<file path="config.mk">
export PLATFORM = sky130hd
export DESIGN_NAME = scalar_to_jet_rgb_pixels
export DESIGN_NICKNAME = d
export VERILOG_FILES = /design/src/hw/rtl/s2jet_pkg.sv /design/src/hw/rtl/scalar_to_jet_rgb_pixels.sv
export SDC_FILE = /design/constraint.sdc
export NUM_CORES = 2
export LEC_CHECK = 0
export BUFFER_PORTS_ARGS = -buffer_cell sky130_fd_sc_hd__buf_2
export CORE_MARGIN = 4
export CORE_UTILIZATION = 40
export CTS_BUF_LIST = sky130_fd_sc_hd__clkbuf_16
export DETAILED_ROUTE_END_ITERATION = 7
export PLACE_DENSITY = 0.6
export SLEW_MARGIN = 25
export SYNTH_ARGS = -nofsm -noshare
export SYNTH_HDL_FRONTEND = slang
export SYNTH_SLANG_ARGS = --single-unit
</file>
<file path="constraint.sdc">
create_clock -name clk -period 16.7 [get_ports clk]
set_input_delay 1.67 -clock clk [delete_from_list [all_inputs] [get_ports clk]]
set_output_delay 1.67 -clock clk [all_outputs]
set_load 0.02 [all_outputs]
</file>
<file path="src/hw/rtl/s2jet_pkg.sv">
// Package with shared constants and codes for the jet colormap pixel converter.
`timescale 1ns / 1ps

package s2jet_pkg;

  // Default values for the top-level parameters.
  localparam int unsigned DEF_MAX_COLUMNS   = 4096;
  localparam int unsigned DEF_FRACTION_BITS = 16;

  // Fixed field widths.
  localparam int unsigned SAMPLE_W    = 32;
  localparam int unsigned ROW_WIDTH_W = 13;
  localparam int unsigned GAIN_W      = 16;
  localparam int unsigned GRID_W      = 2;
  localparam int unsigned CFG_INDEX_W = 2;
  localparam int unsigned CFG_DATA_W  = 16;
  localparam int unsigned BYTE_W      = 8;

  // Register reset values.
  localparam logic [ROW_WIDTH_W-1:0] ROW_WIDTH_RST = ROW_WIDTH_W'(16);
  localparam logic [GAIN_W-1:0]      GAIN_RST      = GAIN_W'(1);

  // Configuration register indexes.
  typedef enum logic [CFG_INDEX_W-1:0] {
    CFG_ROW_WIDTH = 2'd0,
    CFG_GAIN      = 2'd1,
    CFG_GRID_MODE = 2'd2
  } cfg_index_t;

  // Grid mode codes.
  typedef enum logic [GRID_W-1:0] {
    GRID_NONE       = 2'd0,
    GRID_HORIZONTAL = 2'd1,
    GRID_VERTICAL   = 2'd2,
    GRID_UNUSED     = 2'd3
  } grid_mode_t;

endpackage

</file>
<file path="src/hw/rtl/scalar_to_jet_rgb_pixels.sv">
// Jet colormap pixel converter: gain, clamp, four-segment colormap and grid lines.
// A sample is registered in the first stage, then in the result register, then offered.
// Throughput: one sample per cycle if not stalled; multiplier and colormap each own a stage.
// While a result waits, the first stage takes one more transaction, then the input stalls.
// Reset (synchronous, rst_n low): row width 16, gain 1, no grid, column count 0,
// pipeline emptied. Configuration is accepted every cycle.
`timescale 1ns / 1ps

module scalar_to_jet_rgb_pixels #(
  parameter int unsigned MAX_COLUMNS   = s2jet_pkg::DEF_MAX_COLUMNS,
  parameter int unsigned FRACTION_BITS = s2jet_pkg::DEF_FRACTION_BITS
) (
  input  logic                                   clk,
  input  logic                                   rst_n,
  // Input sample channel
  input  logic                                   in_valid,
  output logic                                   in_stall,
  input  logic signed [s2jet_pkg::SAMPLE_W-1:0]  in_sample,
  input  logic                                   in_frame_start,
  // Pixel result channel
  output logic                                   out_valid,
  input  logic                                   out_stall,
  output logic [s2jet_pkg::BYTE_W-1:0]           out_red,
  output logic [s2jet_pkg::BYTE_W-1:0]           out_green,
  output logic [s2jet_pkg::BYTE_W-1:0]           out_blue,
  output logic                                   out_row_end,
  // Configuration write channel
  input  logic                                   cfg_valid,
  output logic                                   cfg_ready,
  input  logic [s2jet_pkg::CFG_INDEX_W-1:0]      cfg_index,
  input  logic [s2jet_pkg::CFG_DATA_W-1:0]       cfg_data
);

  localparam int unsigned CW  = $clog2(MAX_COLUMNS);
  localparam int unsigned WW  = CW + 1;
  localparam int unsigned PW  = s2jet_pkg::SAMPLE_W + s2jet_pkg::GAIN_W + 1;
  localparam int unsigned FB  = FRACTION_BITS;
  localparam int unsigned CHW = FB + 1;
  localparam int unsigned BW  = FB + 9;
  localparam logic [PW-1:0]  ONE_P  = PW'(1) << FB;
  localparam logic [CHW-1:0] ONE_CH = CHW'(1) << FB;

  // Configuration registers
  logic [s2jet_pkg::ROW_WIDTH_W-1:0] row_width_r;
  logic [s2jet_pkg::GAIN_W-1:0]      gain_r;
  logic [s2jet_pkg::GRID_W-1:0]      grid_mode_r;

  // Column state and pipeline registers
  logic [CW-1:0]                col_r, col_nxt;
  logic                         s1_valid_r;
  logic signed [PW-1:0]         s1_prod_r;
  logic                         s1_black_r, s1_last_r;
  logic                         out_valid_r;
  logic [s2jet_pkg::BYTE_W-1:0] out_red_r, out_green_r, out_blue_r;
  logic                         out_row_end_r;

  // Handshake signals
  logic in_acc, out_ready, s1_ready, s1_move;

  // Column decode signals
  logic [31:0]          rw32, w32;
  logic [WW-1:0]        w, col_sel, col, w_q, w_h, w_tq;
  logic                 last, black;
  logic signed [PW-1:0] prod;

  // Colormap signals
  logic [CHW-1:0]                     v, t, ch_r, ch_g, ch_b;
  logic [1:0]                         seg;
  logic [BW-1:0]                      by_r, by_g, by_b;
  logic [s2jet_pkg::BYTE_W-1:0]       red_nxt, green_nxt, blue_nxt;

  assign cfg_ready = 1'b1;

  // Configuration writes; an index beyond the register list is dropped.
  always_ff @(posedge clk) begin
    if (!rst_n) begin
      row_width_r <= s2jet_pkg::ROW_WIDTH_RST;
      gain_r      <= s2jet_pkg::GAIN_RST;
      grid_mode_r <= s2jet_pkg::GRID_NONE;
    end else if (cfg_valid && cfg_ready) begin
      case (cfg_index)
        s2jet_pkg::CFG_ROW_WIDTH: row_width_r <= cfg_data[s2jet_pkg::ROW_WIDTH_W-1:0];
        s2jet_pkg::CFG_GAIN:      gain_r      <= cfg_data;
        s2jet_pkg::CFG_GRID_MODE: grid_mode_r <= cfg_data[s2jet_pkg::GRID_W-1:0];
        default: ;
      endcase
    end
  end

  // Stage flow control: each stage moves when the one after it has room.
  assign out_ready = !out_valid_r || !out_stall;
  assign s1_ready  = !s1_valid_r || out_ready;
  assign s1_move   = s1_valid_r && out_ready;
  assign in_stall  = !s1_ready;
  assign in_acc    = in_valid && !in_stall;

  // Effective row width: zero counts as one, large values saturate.
  always_comb begin
    rw32 = 32'(row_width_r);
    if (rw32 == 32'd0) begin
      w32 = 32'd1;
    end else if (rw32 > 32'(MAX_COLUMNS)) begin
      w32 = 32'(MAX_COLUMNS);
    end else begin
      w32 = rw32;
    end
    w = WW'(w32);
  end

  // Column position, row end and vertical grid lines.
  always_comb begin
    col_sel = in_frame_start ? '0 : WW'(col_r);
    col     = (col_sel >= w) ? (w - WW'(1)) : col_sel;
    last    = (col == (w - WW'(1)));
    col_nxt = last ? '0 : CW'(col + WW'(1));
    w_q     = w >> 2;
    w_h     = w >> 1;
    w_tq    = w_q + w_h;
    black   = (grid_mode_r == s2jet_pkg::GRID_VERTICAL) && (w[1:0] == 2'b00) &&
              (w_q >= WW'(4)) && ((col == w_q) || (col == w_h) || (col == w_tq));
  end

  // Gain multiplier in front of the first stage.
  assign prod = PW'(in_sample) * $signed({1'b0, gain_r});

  // Column counter advances on every accepted transaction.
  always_ff @(posedge clk) begin
    if (!rst_n) begin
      col_r <= '0;
    end else if (in_acc) begin
      col_r <= col_nxt;
    end
  end

  // First stage: product and column flags.
  always_ff @(posedge clk) begin
    if (!rst_n) begin
      s1_valid_r <= 1'b0;
    end else if (s1_ready) begin
      s1_valid_r <= in_acc;
    end
  end

  always_ff @(posedge clk) begin
    if (in_acc) begin
      s1_prod_r  <= prod;
      s1_black_r <= black;
      s1_last_r  <= last;
    end
  end

  // Clamp to [0,1] and map through the four colormap segments.
  always_comb begin
    if (s1_prod_r[PW-1] || (s1_prod_r == '0)) begin
      v = '0;
    end else if ($unsigned(s1_prod_r) > ONE_P) begin
      v = ONE_CH;
    end else begin
      v = s1_prod_r[CHW-1:0];
    end
    // At exactly one the top segment runs to its end.
    seg = v[FB] ? 2'b11 : v[FB-1:FB-2];
    t   = v[FB] ? ONE_CH : {1'b0, v[FB-3:0], 2'b00};
    case (seg)
      2'b00: begin
        ch_r = '0;     ch_g = t;              ch_b = ONE_CH;
      end
      2'b01: begin
        ch_r = '0;     ch_g = ONE_CH;         ch_b = ONE_CH - t;
      end
      2'b10: begin
        ch_r = t;      ch_g = ONE_CH;         ch_b = '0;
      end
      default: begin
        ch_r = ONE_CH; ch_g = ONE_CH - t;     ch_b = '0;
      end
    endcase
    // Scale by 255 as a shift and subtract, then keep the integer byte.
    by_r = (BW'(ch_r) << 8) - BW'(ch_r);
    by_g = (BW'(ch_g) << 8) - BW'(ch_g);
    by_b = (BW'(ch_b) << 8) - BW'(ch_b);
    red_nxt   = s1_black_r ? '0 : by_r[FB+7:FB];
    green_nxt = s1_black_r ? '0 : by_g[FB+7:FB];
    blue_nxt  = s1_black_r ? '0 : by_b[FB+7:FB];
  end

  // Result register.
  always_ff @(posedge clk) begin
    if (!rst_n) begin
      out_valid_r <= 1'b0;
    end else if (out_ready) begin
      out_valid_r <= s1_valid_r;
    end
  end

  always_ff @(posedge clk) begin
    if (s1_move) begin
      out_red_r     <= red_nxt;
      out_green_r   <= green_nxt;
      out_blue_r    <= blue_nxt;
      out_row_end_r <= s1_last_r;
    end
  end

  assign out_valid   = out_valid_r;
  assign out_red     = out_red_r;
  assign out_green   = out_green_r;
  assign out_blue    = out_blue_r;
  assign out_row_end = out_row_end_r;

  // The input is held off only when both stages are full and the output is stalled.
  a_stall_only_full: assert property (@(posedge clk) disable iff (!rst_n)
    in_stall |-> (s1_valid_r && out_valid_r && out_stall))
    else $error("input stalled while the pipeline has room");

  // A transaction at the end of a row restarts the column count.
  a_row_restart: assert property (@(posedge clk) disable iff (!rst_n)
    (in_acc && last) |=> (col_r == '0))
    else $error("column count did not restart after row end");

  // A first-stage item that moves on appears at the output.
  a_stage_move: assert property (@(posedge clk) disable iff (!rst_n)
    s1_move |=> out_valid_r)
    else $error("first-stage item lost on its way to the output");

  // Black grid pixels only come from vertical grid mode.
  a_black_mode: assert property (@(posedge clk) disable iff (!rst_n)
    (in_acc && black) |-> (grid_mode_r == s2jet_pkg::GRID_VERTICAL))
    else $error("grid line outside vertical grid mode");

endmodule
</file>
==> results.toml <==
[hold_path]
hold_depth = 0
worstHoldPathType = "reg -> reg"
min_from = "s1_last_r$_DFFE_PP_"

[route]
route.met2.wl_um = 32620
wl_met1_um = 30450
maxUsedRoutingLayer = "met4"
route.met3.wl_um = 3175
drt_pass1_iterations = 5
drtIter0Drc = 1308
wirelength_um = 67670
viasPerCell = 5.063
ant_nets = 0
drc = 0
vias = 20025
wl_per_cell_um = 17.11

[worst_setup_path]
r2r_cells = 24
cp_max_fo = 16
arrival_ns = 8.21
end_kind = "register"
critical_path.endpoint = "s1_prod_r[45]$_DFFE_PP_"
crit_start = "in_sample[7]"
r2r_end = "s1_prod_r[45]$_DFFE_PP_"
crit_type = "in -> reg"
cp_data_required_time_ns = 16.88
reg2reg_slack_ns = 9.13
r2r-start = "gain_r[2]$_SDFFE_PN0P_"
start_kind = "input port"

[synth]
synth.avg_cell_area_um2 = 8.663
synth_most_common_cell = "inv_1"
synthArstFlopShare = 0
syn-num-nets = 3815
yosysWarnings = 0
synth.area.top_cells = "fa_1 37%, inv_1 9.6%, ha_1 8.7%, edfxtp_1 8.5%, nand2_1 7.4%"
syn-cell-area_um2 = 26710
syn_inst = 3083
ys_types = 79
synth_ff_type = "edfxtp_1"
synth_edf_count = 76
synth_seq_cells = 121
synth_top_area_frac = 0.3673
synth_top_cell_by_area = "fa_1"
synth_commonest_cells = "685 x inv_1, 523 x nand2_1, 490 x fa_1"
ys_seq_area_frac = 0.1192

[clock_network]
cts.path.max_buffers = 2
cts_setup_buffers = 0
cts_buffers = 17
postCtsHoldBufs = 0
cts_resized = 0
clk_latency_ns = 0.44
clock_sinks = 121
cts_htree_levels = 4
clk_pin_slew_worst_paths_ns = 0.06
cts_tree = "built"
clockRootBuffer = "clkbuf_16"

[final_layout]
nNetsFinal = 3810
final_layout_size_suffix_gt1_frac = 0.05306
area_growth_pct = 6.704
diodes = 0

[sta]
setup_slack_ns = 8.672
fin_tns_setup_ns = 0
tightest_slew_ns = 0.8661
max_freq_ghz = 0.1246
slew_headroom = 0.4061
period_share = 0.4807
finalSetupViolCount = 0
period_needed_ns = 8.028
final.setup_skew_ns = 0.01326
hold_viol_final = 0
rsz0062_at_grt = "no"
slew_violations = 0

[run]
cap_violations = 0

[grt]
track_usage = 0.1977
antenna_found_initial = 1
first_global_vias = 21048
grt_pass1_wl_um = 112200
grt_max_degree = 56
grt-ovfl-total = 0

[placement]
numPortBuffers = 82
finalWeightedCongestion = 0.9000
post-dp-hpwl_um = 53500
place_ws_ns = 8.233

[power]
p_seq_frac = 0.237
power_switching_share = 0.4562
combPwrFrac = 0.583
intPower_mw = 1.138
power_leakage_nw = 13.91
p_clk_frac = 0.180
p_sw_mw = 0.9550
p_per_area_nw_per_um2 = 73.45
ir_worst_vdd_mv = 0.06520

[floorplanning]
rows = 94
die_h_um = 266.4
die_x_um = 266.4
pin_count = 84
die-area_um2 = 70970
core_area_um2 = 65980
start_util = 0.4048

[run_status]
status = "finished, final reports clean"
## registers in the layout, summed over array words and instances, names as in the netlist, 2 cells and up
name         count
row_width_r     13
out_green        8
out_blue         8
gain_r          16
out_red          8
s1_prod_r       49
grid_mode_r      2
col_r           12
## per-layer routing
layer  vias to the layer above  GRT usage
met5                         -          0
met4                         0    0.04626
met3                        91    0.02212
met2                       475     0.3390
met1                     10040     0.2711
li1                       9419          -
## cell usage in the layout (no fill, tap or decap), types with 13 or more instances in the layout
cell type and n:
nor2b_1 33, clkbuf_16 17, o21ai_0 60, buf_2 82, ha_1 186, nor2_1 87, edfxtp_1 76, and3_1 15
buf_4 20, nand4_1 21, dfxtp_1 43, nor4_1 20, xnor2_1 104, a31oi_1 16, a21boi_0 36, mux2i_1 18
and2_1 157, a21oi_1 68, fa_1 490, nand2b_1 24, nand2_1 523, nand3_1 31, o21a_1 13, a21o_1 37
xor2_1 38, nor3_1 35, inv_1 685
## cells by family after synthesis
| kind of cell | after synthesis | share of synthesized area |
|---|---|---|
| XOR/XNOR | 143 | 0.04741 |
| adder cells (fa/ha/maj) | 676 | 0.4544 |
| multiplexers | 19 | 0.007167 |
| buffers and inverters | 812 | 0.1145 |
| other | 1 | 0.0001404 |
| AND/OR/NAND/NOR | 992 | 0.1769 |
| AO/OA/AOI/OAI | 319 | 0.08020 |
| flip-flops | 121 | 0.1192 |
## through the flow
step                        util  power, mW  hold slack, ns  instances  area, µm²
after global routing      0.4319      2.291          0.4319       3955      28500
after CTS                 0.4317      2.100          0.4216       3955      28490
after global placement    0.4227      1.717          0.4090       3923      27890
final                     0.4319      2.093          0.4193       3955      28500
after floorplan                -      1.411          0.4003       3083      26710
after detailed placement  0.4227      1.719          0.4071       3923      27890
## critical path, stage by stage
cell	delay [ns]
buf_2	0.20
and2_1	0.21
fa_1	0.53
inv_1	0.05
fa_1	0.56
fa_1	0.45
fa_1	0.49
inv_1	0.05
fa_1	0.54
inv_1	0.06
fa_1	0.53
inv_1	0.05
ha_1	0.22
or3_1	0.35
o32ai_1	0.69
a311oi_1	0.25
o41ai_2	0.51
o2111ai_1	0.24
a311oi_1	0.30
o21bai_1	0.10
xor2_1	0.14
## worst min path at each step
stage                                  to  slack (ns)
floorplan           out_row_end$_DFFE_PP_        0.40
global placement    out_row_end$_DFFE_PP_        0.41
detailed placement  out_row_end$_DFFE_PP_        0.41
CTS                 out_row_end$_DFFE_PP_        0.42
global route        out_row_end$_DFFE_PP_        0.43
finish              out_row_end$_DFFE_PP_        0.42
## cell type report
type	instances	area [µm²]
Tap cell	864	1081
Clock inverter	15	171.4
Clock buffer	17	425.4
Multi-Input combinational cell	2150	20500
Inverter	686	2575
Sequential cell	121	3186
Timing Repair Buffer	102	560.5
Fill cell	6609	37480
## power by group through the flow
stage               sequential (mW)  combinational (mW)  clock, mW
floorplan                     0.488               0.923          0
global placement              0.499                1.22          0
detailed placement            0.500                1.22          0
CTS                           0.494                1.22      0.383
global route                  0.503                1.39      0.396
finish                        0.495                1.22      0.377
No activity file was read; power rests on OpenSTA's default activity.
